## config.mk

```make
export PLATFORM = sky130hd
export DESIGN_NAME = smde_queue
export DESIGN_NICKNAME = d
export VERILOG_FILES = /design/src/design/smde_pkg.sv /design/src/design/smde_queue.sv
export SDC_FILE = /design/constraint.sdc
export NUM_CORES = 1
export LEC_CHECK = 0
export BUFFER_PORTS_ARGS = -buffer_cell sky130_fd_sc_hd__buf_2
export CORE_MARGIN = 5
export CORE_UTILIZATION = 55
export DETAILED_ROUTE_END_ITERATION = 16
export PLACE_DENSITY_LB_ADDON = 0.05
export SETUP_SLACK_MARGIN = 0.5
export SYNTH_ARGS = -nofsm -noshare
export SYNTH_HDL_FRONTEND = slang
export SYNTH_SLANG_ARGS = --single-unit
export TNS_END_PERCENT = 30
```

## constraint.sdc

```tcl
create_clock -name i_clk -period 5.35 [get_ports i_clk]
set_input_delay 0.8025 -clock i_clk [delete_from_list [all_inputs] [get_ports i_clk]]
set_output_delay 0.8025 -clock i_clk [all_outputs]
set_load 0.01 [all_outputs]
```

## src/design/smde_pkg.sv

```systemverilog
// Shared types, constants and rounding helpers for the sun and moon ephemeris.
package smde_pkg;

    localparam int FRAC_BITS    = 16;
    localparam int CORDIC_STEPS = 16;
    localparam int VEC_W        = FRAC_BITS + 6;
    localparam int Z_W          = 34;
    localparam int GAIN_W       = 31;
    localparam int CORDIC_LAT   = CORDIC_STEPS + 3;
    localparam int BACK_DEPTH   = 4 * CORDIC_LAT;
    localparam int QUEUE_DEPTH  = 4;
    localparam int QPTR_W       = $clog2(QUEUE_DEPTH);

    localparam logic [GAIN_W-1:0] GAIN_Q30   = 31'd652032874;
    localparam logic [20:0]       HOURS_MAX  = 21'd1572864;
    localparam logic [24:0]       DAY_ONE    = 25'd65536;
    localparam logic [19:0]       DIV3_MUL   = 20'd699051;
    localparam int                DIV3_SH    = 21;
    localparam int                INCL_LIMIT = 14603;
    localparam int                ONE        = 1 << FRAC_BITS;

    // Rounding into Q1.14 and into the Q1.16 lit fraction.
    localparam int Q_DN  = (FRAC_BITS > 14) ? FRAC_BITS - 14 : 0;
    localparam int Q_UP  = (FRAC_BITS < 14) ? 14 - FRAC_BITS : 0;
    localparam int Q_RND = (FRAC_BITS > 14) ? (1 << (Q_DN - 1)) : 0;
    localparam int L_DN  = (FRAC_BITS > 15) ? FRAC_BITS - 15 : 0;
    localparam int L_UP  = (FRAC_BITS < 15) ? 15 - FRAC_BITS : 0;
    localparam int L_RND = (FRAC_BITS > 15) ? (1 << (L_DN - 1)) : 0;

    localparam logic [2:0] CFG_ROTATION_RATE     = 3'd0;
    localparam logic [2:0] CFG_ORBIT_RATE        = 3'd1;
    localparam logic [2:0] CFG_MOON_RATE         = 3'd2;
    localparam logic [2:0] CFG_EQX_DAY           = 3'd3;
    localparam logic [2:0] CFG_MOON_PHASE_OFFSET = 3'd4;
    localparam logic [2:0] CFG_AXIAL_TILT        = 3'd5;
    localparam logic [2:0] CFG_MOON_INCL         = 3'd6;

    localparam logic [31:0] ATAN_TURNS [0:23] = '{
        32'h20000000, 32'h12E4051E, 32'h09FB385B, 32'h051111D4, 32'h028B0D43,
        32'h0145D7E1, 32'h00A2F61E, 32'h00517C55, 32'h0028BE53, 32'h00145F2F,
        32'h000A2F98, 32'h000517CC, 32'h00028BE6, 32'h000145F3, 32'h0000A2FA,
        32'h0000517D, 32'h000028BE, 32'h0000145F, 32'h00000A30, 32'h00000518,
        32'h0000028C, 32'h00000146, 32'h000000A3, 32'h00000051
    };

    typedef logic signed [VEC_W-1:0] t_vec;

    typedef struct packed {
        logic [31:0] rotation_rate;
        logic [31:0] orbit_rate;
        logic [31:0] moon_rate;
        logic [24:0] eqx_day;
        logic [15:0] moon_phase_offset;
        logic [15:0] axial_tilt;
        logic [15:0] moon_incl;
    } t_cfg;

    // Angles of one timestamp, handed from front to back.
    typedef struct packed {
        logic [24:0] sim;
        logic [31:0] rot_a;
        logic [31:0] orb_a;
        logic [31:0] moon_a;
    } t_angles;

    typedef struct packed {
        logic signed [15:0] sun_x;
        logic signed [15:0] sun_y;
        logic signed [15:0] sun_z;
        logic signed [15:0] moon_x;
        logic signed [15:0] moon_y;
        logic signed [15:0] moon_z;
        logic [15:0]        moon_phase;
        logic [16:0]        moon_lit_fraction;
        logic [24:0]        sim_day;
        logic [15:0]        rotation_turns;
        logic [15:0]        orbit_turns;
        logic [15:0]        moon_orbit_turns;
    } t_result;

    function automatic logic signed [15:0] to_q14(input t_vec v);
        logic signed [VEC_W+1:0] e;
        e = (VEC_W+2)'(v);
        e = ((e + (VEC_W+2)'(Q_RND)) >>> Q_DN) <<< Q_UP;
        if (e > 16384) begin
            e = 16384;
        end else if (e < -16384) begin
            e = -16384;
        end
        return e[15:0];
    endfunction

    function automatic logic [16:0] lit_frac(input t_vec c);
        logic signed [VEC_W+3:0] e;
        e = (VEC_W+4)'(ONE) - (VEC_W+4)'(c);
        e = ((e + (VEC_W+4)'(L_RND)) >>> L_DN) <<< L_UP;
        if (e < 0) begin
            e = 0;
        end else if (e > 65536) begin
            e = 65536;
        end
        return e[16:0];
    endfunction

endpackage

```

## src/design/smde_queue.sv

```systemverilog
// Short queue of angle words between the front end and the back end.
module smde_queue (
    input  logic              i_clk,
    input  logic              i_rst_n,
    input  logic              i_push,
    input  smde_pkg::t_angles i_word,
    output logic              o_full,
    input  logic              i_pop,
    output logic              o_valid,
    output smde_pkg::t_angles o_word
);
    import smde_pkg::*;

    t_angles           r_mem [0:QUEUE_DEPTH-1];
    logic [QPTR_W-1:0] r_wr, r_rd;
    logic [QPTR_W:0]   r_cnt;

    logic do_pop;

    assign o_full  = (r_cnt == (QPTR_W+1)'(QUEUE_DEPTH));
    assign o_valid = (r_cnt != '0);
    assign o_word  = r_mem[r_rd];
    assign do_pop  = i_pop && o_valid;

    always_ff @(posedge i_clk) begin
        if (!i_rst_n) begin
            r_wr  <= '0;
            r_rd  <= '0;
            r_cnt <= '0;
        end else begin
            if (i_push) begin
                r_wr <= r_wr + 1'b1;
            end
            if (do_pop) begin
                r_rd <= r_rd + 1'b1;
            end
            r_cnt <= r_cnt + (QPTR_W+1)'(i_push) - (QPTR_W+1)'(do_pop);
        end
    end

    always_ff @(posedge i_clk) begin
        if (i_push) begin
            r_mem[r_wr] <= i_word;
        end
    end

endmodule

```

-- Word level (Yosys, flattened, before mapping)
Memories as Yosys holds them, arrays and structs flattened. A register that Yosys moved wholly into a read port is not among the register bits.
Cells that the tools add are included.
- add/subtract/negate cells: 4
- $mul: 0
- divide/modulo/power cells: 0
- magnitude comparators: 0
- eq/ne operators: 1
- shift-type cells: 0
- muxes and demuxes: 4
- bitwise logic cells: 0
- reductions and logical operators: 2
- operators by type and width (operator ; count):
    2-bit by 1-bit adder with 2-bit output, second input constant ; 2
    2-bit two-way mux ; 2
    3-bit by 1-bit adder with 3-bit output ; 1
    3-bit == test, second input constant ; 1
    3-bit nonzero test ; 1
    3-bit by 1-bit subtractor with 3-bit output ; 1
    1-bit two-way mux ; 2
    1-bit logical AND ; 1
- register bits: 7
- latch bits: 0
- RAM bits: 484
- memory bits (read-only): 0
- memories kept: 1
- memory list (name ; words ; width ; read ports ; clocked after memory_dff ; wr ports ; line ; text):
    r_mem ; 4 ; 121 ; 1 ; 1 ; 1 ; smde_queue.sv:14 ; t_angles r_mem [0:QUEUE_DEPTH-1];

-- Logic depth before layout (Yosys ltp)
Gate-level depths: netlist of the first run.
- word-level depth: 4
- mapped depth: 7
- mapped depth without buffers: 7

-- Least setup slack after synthesis of the first run
OpenSTA, ideal clock, no wires.
- kind: input to register
- from: input port i_push
- to: memory r_mem[0][0] in the netlist's numbering, enable pin
- arrival time: 3579 ps
- data required time: 4856 ps
- setup slack: 1277 ps
- stages on the path: 1
- path buffers: 0
- cell sequence: and2_1
- word-level cells in the longest chain between the ends: 2
- ends and longest elaborated chain (element ; line ; text):
    from (decl) ; smde_queue.sv:5 ; input logic i_push,
    1-bit two-way mux ; smde_queue.sv:42 ; if (i_push) begin
    1-bit two-way mux (implied by the code) ; smde_queue.sv:43 ; r_mem[r_wr] <= i_word;
    to (decl) ; smde_queue.sv:14 ;
Every way passes these cells.

==> summary.md, run 1 <==
| Metric | Value |
|---|---|
| Final HPWL DP | 20.2 mm |
| Largest net degree at the start of global routing | 70 |
| Antenna viol nets, final | 0 |
| Clk root buf | clkbuf_16 |
| Peak Freq | 294 MHz |
| Worst Path Required | 4.55 ns |
| Syn Nets | 809 |
| Clock period minus worst slack | 3.40 ns |
| Clk pin slew, worst setup/hold paths | 0.06 ns |
| Initial antenna violation count | 7 |
| Total gr overflow | 0 |
| Sequential area share after synthesis | 0.816 |
| Largest area contributor in the netlist | edfxtp_1 |
| Initial Util | 0.556 |
| Hold crit path type | in -> reg |
| Vias/cell | 5.55 |
| Clock latency on the worst-skew pair | 0.54 ns |
| Synth top area cells | edfxtp_1 (81%), mux4_2 (15%), buf_12 (1.1%), dfxtp_1 (1.0%), ha_1 (0.42%) |
| Worst slew margin | 0.395 |
| Gate count of the mapped netlist | 677 |
| Rows | 66 |
| Postcts setup bufs | 0 |
| Critical Path Fanout Max | 38 |
| Clock sinks | 493 |
| H-tree levels | 2 |
| Top Ports | 248 |
| Clock buffer depth | 3 |
| Die extent in y | 191 µm |
| Share of the synthesized area in the top cell type | 0.806 |
| Pleak | 7.13 nW |
| I/O Buffers | 247 |
| Die width | 191 µm |
| Avg Cell Area, Syn | 26.6 µm² |
| TritonRoute pass-1 iters | 4 |
| Max-cap violation count | 0 |
| Total power | 9.46 mW |
| Count of state elements after synthesis | 493 |
| Worst Clk Skew | 0.0120 ns |
| Power density over the cells | 445 nW/µm² |
| CP arrival | 2.59 ns |
| Fin Setup TNS | 0 ns |
| Slew @ Worst Pin | 0.907 ns |
| CP Class | reg -> out |
| Yosys warnings | 0 |
| Num CTS Buffers | 48 |
| Post-CTS Resized | 0 |
| Hold_buf cts | 0 |
| Post-layout nets | 1087 |
| Core ar. | 32500 µm² |
| RSZ-0062 raised after global routing | no |
| Layout cells sized above 1 | 0.456 |
| Synth-to-layout area growth | 17.9% |
| CTS tree | done |
| Number of global-route vias before repair | 8829 |
| Worst IR Drop VDD | 0.298 mV |
| Nature of the critical path startpoint | flip-flop |
| Worst Setup End Kind | output port |
| Max-slew violations | 0 |
| Final hold vios | 0 |
| Status | completed |
| DR iter-0 viols | 469 |
| Final WL | 33.4 mm |
| Setup violators final | 0 |
| Via count | 7965 |
| Die Area | 36500 µm² |
| Mapped Area | 18000 µm² |
| First-pass GRT wire length | 51.4 mm |
| Distinct cells, synth | 23 |
| Residual DRC | 0 |
| Total track usage | 0.185 |
| Fin crit share | 0.635 |
| Drt wl/cell | 23.2 µm |
| Gpl congestion | 0.715 |
## registers in the layout (all words and copies together), names as in the netlist, named ones only
signal,flops
r_mem,484
r_cnt,3
r_rd,2
r_wr,2
## Yosys cell counts
master,number
or3_1,1
buf_4,3
o311ai_0,1
buf_1,3
nor2b_1,1
edfxtp_1,484
dfxtp_1,9
xnor3_1,1
nand2b_1,2
fa_1,1
buf_12,10
o31a_1,1
xor2_1,1
buf_2,9
mux2i_1,4
and2_1,8
buf_6,1
clkbuf_1,1
ha_1,6
and3_1,1
nand2_1,2
mux4_2,121
inv_1,6
## through the flow
stage / hold slack (ns) / setup WS (ns) / util / area (µm²) / instances
after global routing: 0.449 / 1.73 / 0.655 / 21300 / 1436
after global placement: 0.456 / 2.45 / 0.606 / 19700 / 1347
final: 0.478 / 1.95 / 0.655 / 21300 / 1436
after detailed placement: 0.463 / 2.43 / 0.606 / 19700 / 1347
after floorplan: 0.449 / 1.28 / - / 18000 / 677
after CTS: 0.449 / 1.85 / 0.655 / 21200 / 1433
## path summary, 6_finish.rpt
check                   start             to  slack (ns)  cells after the start
setup / recovery    flip-flop     o_word[98]        1.95                      3
hold / removal    i_word[108]  r_mem[3][108]        0.48                      1
setup reg to reg      r_wr[0]   r_mem[2][47]        3.17                      4
hold reg to reg       r_rd[1]      flip-flop        0.48                      2
## area by class of cell
type | instances | area (µm²)
multi-input combinational | 151 | 3010
sequential | 493 | 14700
inverter | 6 | 22.5
clock inverter | 30 | 317
timing repair buffer | 255 | 1370
antenna | 3 | 7.51
fill | 2158 | 11200
clock buffer | 56 | 1250
tap | 442 | 553
## worst max-delay path, cell delays in order, from the launching register on
cell and delay, ns:
dfxtp_4 0.55, buf_4 0.71, mux4_2 0.62, buf_2 0.16
## power by group
part | internal (mW) | total [mW] | switching (mW)
Clock | 2.00 | 3.33 | 1.32
Combinational | 0.786 | 1.58 | 0.792
Sequential | 4.45 | 4.55 | 0.100
Total | 7.24 | 9.46 | 2.22
## placed cells by master (no fill, tap or decap), types with 2 or more instances in the layout
| cell type | count |
|---|---|
| edfxtp_1 | 484 |
| buf_2 | 247 |
| mux4_2 | 121 |
| clkbuf_16 | 49 |
| clkinv_2 | 13 |
| clkinv_1 | 9 |
| bufinv_16 | 7 |
| clkbuf_1 | 7 |
| dfxtp_1 | 7 |
| inv_1 | 6 |
| ha_1 | 6 |
| buf_12 | 6 |
| and2_4 | 4 |
| and2_1 | 4 |
| mux2i_1 | 4 |
| diode_2 | 3 |
| nand2_1 | 2 |
| nand2b_1 | 2 |
| dfxtp_4 | 2 |
| buf_4 | 2 |
## kinds of logic after synthesis
family,Yosys count,share of synthesized area
muxes,125,0.153
xor gates and xnor gates,2,0.00174
AOI/OAI and AO/OA,2,0.000972
buffers and inverters,33,0.0176
and+or+nand+nor,15,0.00493
DFF,493,0.816
adders and majority gates,7,0.00527
## metal layers
| layer | up-vias | share of wire | track usage |
|---|---|---|---|
| met5 | - | 0.0014 | 0 |
| met4 | 8 | 0.019 | 0.0525 |
| met3 | 52 | 0.074 | 0.0519 |
| met2 | 251 | 0.51 | 0.316 |
| met1 | 4162 | 0.39 | 0.237 |
| li1 | 3492 | - | - |
Note: power is estimated with default switching activity, not from simulation.
==> inputs of run 2 (changes only) <==
clock period = 3.3 ns   (was 5.35 ns; I/O delays follow)
==> summary.md, run 2 (synthesis results as in run 1) <==
| Metric | Value |
|---|---|
| Worst hold start | i_word[4] |
| Clk pwr share | 0.338 (-0.014) |
| Setup violators final | 0 (unchanged) |
| Largest Register | r_mem |
| Max-cap violation count | 0 (unchanged) |
| Initial antenna violation count | 9 (+2) |
| I/O Buffers | 247 (unchanged) |
| Reg2reg path depth | 7 (+3) |
| Critical Path Fanout Max | 46 (+21%) |
| RR Startpoint | r_cnt[1] |
| Hold Path Sink | r_mem[0][4] |
| Final WL | 34.6 mm (+3.8%) |
| Residual DRC | 0 (unchanged) |
| Synth-to-layout area growth | 19.0% |
| RSZ-0062 raised after global routing | no |
| Utilization after layout | 0.661 (+0.00601) |
| Hold crit path type | in -> reg |
| Fill count | 2135 (-1.1%) |
| Worst Clk Skew | 0.00782 ns (-0.00417 ns) |
| Cell Area, Placed | 19800 µm² (+0.86%) |
| Post-route cell area | 21400 µm² (+0.92%) |
| Clock period minus worst slack | 2.54 ns |
| Max-slew violations | 0 (unchanged) |
| Total power | 15.3 mW (+62%) |
| Initial Util | 0.556 (unchanged) |
| Clk pin slew, worst setup/hold paths | 0.06 ns (about the same) |
| Sw Share | 0.234 (-0.000519) |
| Flop-to-flop setup slack | 1.23 ns (-1.94 ns) |
| Logic pwr share | 0.184 (+0.017) |
| Drt wl/cell | 23.8 µm (+2.5%) |
| Worst Setup End Kind | output port |
| DR iter-0 viols | 401 (-14%) |
| Clock buffer depth | 3 (unchanged) |
| Hold_buf cts | 0 (unchanged) |
| Fin crit share | 0.768 |
| Most common cell after layout, fill and taps aside | edfxtp_1 |
| Worst Path Required | 2.80 ns (-1.75 ns) |
| Slew @ Worst Pin | 0.747 ns (-0.161 ns) |
| Placed cell count | 1358 (+0.82%) |
| Rows | 66 (unchanged) |
| Biggest regs | r_mem x484, r_cnt x3 |
| Worst slew margin | 0.502 (+0.107) |
| Antenna viol nets, final | 0 (unchanged) |
| CTS tree | done |
| Hold_ws | 0.176 ns (-0.302 ns) |
| Final hold vios | 0 (unchanged) |
| Core ar. | 32500 µm² (unchanged) |
| TritonRoute pass-1 iters | 4 (unchanged) |
| Via count | 8107 (+1.8%) |
| Number of global-route vias before repair | 8657 (-1.9%) |
| Total gr overflow | 0 (unchanged) |
| Worst Hold Depth | 1 (unchanged) |
| Capturing point of the worst reg2reg path | r_cnt[2] |
| Max reg flops | 484 (unchanged) |
| CP Class | reg -> out |
| H-tree levels | 2 (unchanged) |
| Die extent in y | 191 µm (unchanged) |
| Num CTS Buffers | 48 (unchanged) |
| Largest net degree at the start of global routing | 66 (-5.7%) |
| First-pass GRT wire length | 51.4 mm (about the same) |
| Top Ports | 248 (unchanged) |
| Peak Freq | 394 MHz |
| Sequential share of power | 0.479 (-0.002) |
| Layout cells sized above 1 | 0.454 (-0.00165) |
| Clk root buf | clkbuf_16 |
| Power density over the cells | 713 nW/µm² (+60%) |
| Die width | 191 µm (unchanged) |
| Clock latency on the worst-skew pair | 0.53 ns (about the same) |
| CP arrival | 2.04 ns (-0.55 ns) |
| Total track usage | 0.189 (+0.00308) |
| Post-layout nets | 1106 (+1.7%) |
| Status | completed |
| Commonest non-fill, non-tap cells in the layout | edfxtp_1 (484), buf_2 (247), mux4_2 (121), clkbuf_16 (49), clkinv_1 (18) |
| Die Area | 36500 µm² (unchanged) |
| Worst IR Drop VDD | 0.459 mV (+54%) |
| Gpl congestion | 0.749 (+4.8%) |
| Final Non-Filler Cells | 1453 (+1.2%) |
| Post-CTS Resized | 0 (unchanged) |
| Net load switching power | 3.58 mW (+61%) |
| Internal power | 11.7 mW (+62%) |
| Final HPWL DP | 21.7 mm (+7.2%) |
| Vias/cell | 5.58 (+0.59%) |
| Clock sinks | 493 (unchanged) |
| Pleak | 7.22 nW (+1.2%) |
| Nature of the critical path startpoint | flip-flop |
## run 2: cell types whose count changed in the layout (fill, tap and decap cells not counted), sizes merged
cell / previous run / this run
buf: 255 / 274
bufinv: 7 / 5
clkbuf: 56 / 59
clkinvlp: 1 / 0
diode: 3 / 1
## run 2: stage by stage
stage                     setup TNS, ns  worst slack [ns]
after global routing                  0             0.667
after CTS                             0             0.512
after floorplan                 -120.29            -0.497
after detailed placement              0             0.885
final                                 0             0.764
after global placement                0             0.902
## run 2: how the worst max path moves through the flow
stage	start	endpoint	slack (ns)	cells past startpoint
floorplan	r_wr[0]	r_mem[1][0]	-0.50	2
detailed placement	flip-flop	o_word[96]	0.89	3
finish	flip-flop	o_word[72]	0.76	3
CTS	flip-flop	o_word[96]	0.51	3
global route	flip-flop	o_word[15]	0.67	3
global placement	flip-flop	o_word[96]	0.90	3
## run 2: metal layers
layer	track usage	up-vias	wire, µm
li1	-	3527	-
met1	0.250	4249	13700
met2	0.319	254	17600
met3	0.0511	61	2680
met4	0.0439	16	596
met5	0	-	86
## run 2: power groups by stage
stage,Clock (mW),Combinational (mW),Sequential [mW]
final,5.16,2.81,7.32
after floorplan,0,1.91,7.42
after global routing,5.56,3.05,7.34
after global placement,0,2.64,7.53
after detailed placement,0,2.68,7.55
after CTS,5.29,2.76,7.39
## run 2: what timing repair did
item / in CTS / in global routing
setup buffers: 1 / 7
hold endpoints to repair: 0 / 0
setup endpoints to repair: 97 / 29
cloned: 0 / 0
## run 2: final cells by class
cell class,instances,area (µm²),share of cell area
antenna,1,2.50,0.000117
clock buffer,59,1260,0.0589
clock inverter,27,238,0.0111
inverter,6,22.5,0.00105
multi-input combinational,151,3010,0.140
sequential,493,14700,0.686
tap,442,553,0.0258
timing repair buffer,274,1640,0.0764
## run 2: critical path, stage by stage (launching register included)
cell,delay (ns)
dfxtp_4,0.60
buf_12,0.34
mux4_2,0.37
buf_2,0.16
==> inputs of run 3 (changes only) <==
ABC_AREA = 1   (was default)
clock period = 2.6 ns   (was 3.3 ns; I/O delays follow)
==> summary.md, run 3 <==
| Metric | Value |
|---|---|
| Nature of the critical path startpoint | flip-flop |
| Clk pin slew, worst setup/hold paths | 0.06 ns (about the same) |
| Initial Util | 0.561 (+0.00524) |
| Total power | 21.4 mW (+40%) |
| Vias/cell | 5.77 (+3.4%) |
| H-tree levels | 2 (unchanged) |
| Gpl congestion | 0.744 (-0.57%) |
| Number of global-route vias before repair | 11300 (+30%) |
| Clock period minus worst slack | 2.26 ns |
| Top Ports | 248 (unchanged) |
| Sw Share | 0.291 (+0.0570) |
| Worst path max stage delay | 0.39 ns (-0.21 ns) |
| Hold crit path type | in -> reg |
| Rows | 66 (unchanged) |
| Net load switching power | 6.21 mW (+74%) |
| Final HPWL DP | 22.7 mm (+4.6%) |
| Peak Freq | 442 MHz |
| Die width | 193 µm (+0.81%) |
| Pleak | 8.10 nW (+12%) |
| Die extent in y | 193 µm (+0.81%) |
| Core ar. | 32700 µm² (+0.76%) |
| Most common cell after layout, fill and taps aside | edfxtp_1 |
| Sequential share of power | 0.432 (-0.047) |
| CP Class | reg -> out |
| Initial antenna violation count | 13 (+4) |
| Total gr overflow | 0 (unchanged) |
| Utilization after layout | 0.698 (+0.0367) |
| Fin crit share | 0.870 |
| Total track usage | 0.238 (+0.0495) |
| Residual DRC | 0 (unchanged) |
| Logic pwr share | 0.259 (+0.075) |
| WP buf/inv | 4 (+2) |
| Critical Path Fanout Max | 20 (-57%) |
| Worst Clk Skew | 0.0210 ns (+0.0132 ns) |
| Crit path max-delay family | buffers and inverters |
| Biggest regs | r_mem x484, r_cnt x3 |
| Drt wl/cell | 23.2 µm (-2.8%) |
| Avg Cell Area, Syn | 14.9 µm² (-44%) |
| Worst Path Required | 2.21 ns (-0.59 ns) |
| Mapped Area | 18300 µm² (+1.7%) |
| Dpl ws | 0.675 ns (-0.210 ns) |
| Final WL | 46.6 mm (+34%) |
| Final hold vios | 0 (unchanged) |
| Slew @ Worst Pin | 0.492 ns (-0.255 ns) |
| DR iter-0 viols | 839 (+110%) |
| Clk pwr share | 0.310 (-0.028) |
| RSZ-0062 raised after global routing | yes |
| Clock sinks | 493 (unchanged) |
| Internal power | 15.2 mW (+29%) |
| Max reg flops | 484 (unchanged) |
| Post-synth EDFFs | 484 (unchanged) |
| Commonest non-fill, non-tap cells in the layout | edfxtp_1 (484), nor2_1 (247), buf_2 (243), o21ai_0 (172), o22ai_1 (119) |
| TritonRoute pass-1 iters | 7 (+3) |
| Setup ws final | 0.339 ns (-0.425 ns) |
| Yosys warnings | 0 (unchanged) |
| Clock latency on the worst-skew pair | 0.56 ns (+0.03 ns) |
| Synth-to-layout area growth | 24.4% |
| Largest net degree at the start of global routing | 64 (-3.0%) |
| Num CTS Buffers | 49 (+2.1%) |
| Layout cells sized above 1 | 0.266 (-0.189) |
| Largest Register | r_mem |
| Largest area contributor in the netlist | edfxtp_1 |
| Worst IR Drop VDD | 0.682 mV (+48%) |
| Most frequent cell after synthesis | edfxtp_1 |
| Main flop type after synthesis | edfxtp_1 |
| Sequential area share after synthesis | 0.802 (-0.0138) |
| Power density over the cells | 937 nW/µm² (+31%) |
| Fill count | 2249 (+5.3%) |
| Status | completed |
| Via count | 11600 (+43%) |
| Worst Setup End Kind | output port |
| Antenna viol nets, final | 0 (unchanged) |
| Share of the synthesized area in the top cell type | 0.793 (-0.0136) |
| Distinct cells, synth | 20 (-13%) |
| Gate count of the mapped netlist | 1231 (+82%) |
| Max-slew violations | 0 (unchanged) |
| Worst-path cell chain | buf_12 -> clkinv_16 -> buf_8 -> o21ai_0 -> o22ai_1 -> buf_2 |
| CTS tree | done |
| CP arrival | 1.87 ns (-0.17 ns) |
| Setup violators final | 0 (unchanged) |
| Worst slew margin | 0.671 (+0.169) |
| Crit path max-delay cell type | dfxtp_4 |
| Count of state elements after synthesis | 493 (unchanged) |
| First-pass GRT wire length | 66.7 mm (+30%) |
| Post-layout nets | 1652 (+49%) |
| Asr flop ratio synth | 0 (unchanged) |
| Die Area | 37100 µm² (+1.6%) |
| I/O Buffers | 247 (unchanged) |
| Most frequent cells after synthesis | edfxtp_1 (484), nor2_1 (248), o21ai_0 (229), o22ai_1 (121), buf_2 (29) |
| Synth top area cells | edfxtp_1 (79%), o21ai_0 (6.3%), nor2_1 (5.1%), o22ai_1 (4.1%), dfxtp_1 (0.98%) |
| Syn Nets | 1363 (+68%) |
| Clk root buf | clkbuf_16 |
| Clock buffer depth | 3 (unchanged) |
| Max-cap violation count | 0 (unchanged) |
## run 3: worst paths after layout
check	startpoint	cells past startpoint	slack (ns)	end
setup / recovery	flip-flop	6	0.34	o_word[73]
hold / removal	i_word[25]	1	0.04	r_mem[3][25]
setup reg to reg	r_cnt[1]	8	0.84	r_cnt[2]
hold reg to reg	r_rd[0]	2	0.49	r_rd[0]
## run 3: layer usage
metal,up-vias,routed length [µm],GRT usage,part of all wire
li1,5274,-,-,-
met1,5747,18500,0.315,0.40
met2,459,22600,0.382,0.48
met3,102,4170,0.0689,0.089
met4,16,1220,0.0826,0.026
met5,-,76,0,0.0016
## run 3: worst register-to-register path, delay by kind of cell (launching register included)
kind	cells	cell delay, ns
AOI/OAI and AO/OA	2	0.23
buffers and inverters	1	0.04
and+or+nand+nor	2	0.19
adders and majority gates	3	0.85
DFF	1	0.33
## run 3: cells by family (layout without fill, tap and decap cells)
logic type,Yosys count,count (layout),synth area share
other cells,0,8,0
fa+ha+maj,7,7,0.00519
buf+inv,96,426,0.0286
flops,493,493,0.802
simple gates,264,264,0.0542
compound gates,371,371,0.110
## run 3: power by group through the flow
stage	Sequential [mW]	Combinational, mW	Clock (mW)
floorplan	9.37	2.51	0
global placement	9.39	4.06	0
detailed placement	9.40	4.11	0
CTS	9.22	5.21	6.71
global route	9.24	5.96	7.09
finish	9.22	5.53	6.61
## run 3: area by class of cell
class                   count  area, µm²  area share
repair buffers            314       2700       0.118
flip-flops and latches    493      14700       0.645
inverters                  17        113     0.00494
multi-input cells         642       3160       0.138
clock inverters            28        185     0.00812
diodes                      8       20.0    0.000878
repair inverters            3       38.8     0.00170
well taps                 442        553      0.0242
clock buffers              64       1330      0.0581
## run 3: stage by stage
| stage | hold WS (ns) | instances | TNS (ns) | instance area (µm²) |
|---|---|---|---|---|
| floorplan | 0.448 | 1231 | -83.70 | 18400 |
| finish | 0.0446 | 2011 | 0 | 22800 |
| CTS | 0.0229 | 1992 | 0 | 22400 |
| global route | 0.0329 | 2007 | 0 | 22800 |
| detailed placement | 0.478 | 1869 | 0 | 20200 |
| global placement | 0.469 | 1869 | 0 | 20200 |
## run 3: repair_timing
action,CTS,global route
hold buffers,0,0
pin swaps,3,10
gates cloned,18,9
setup endpoints to repair,121,121
setup buffers,13,2
gates resized for setup,59,74
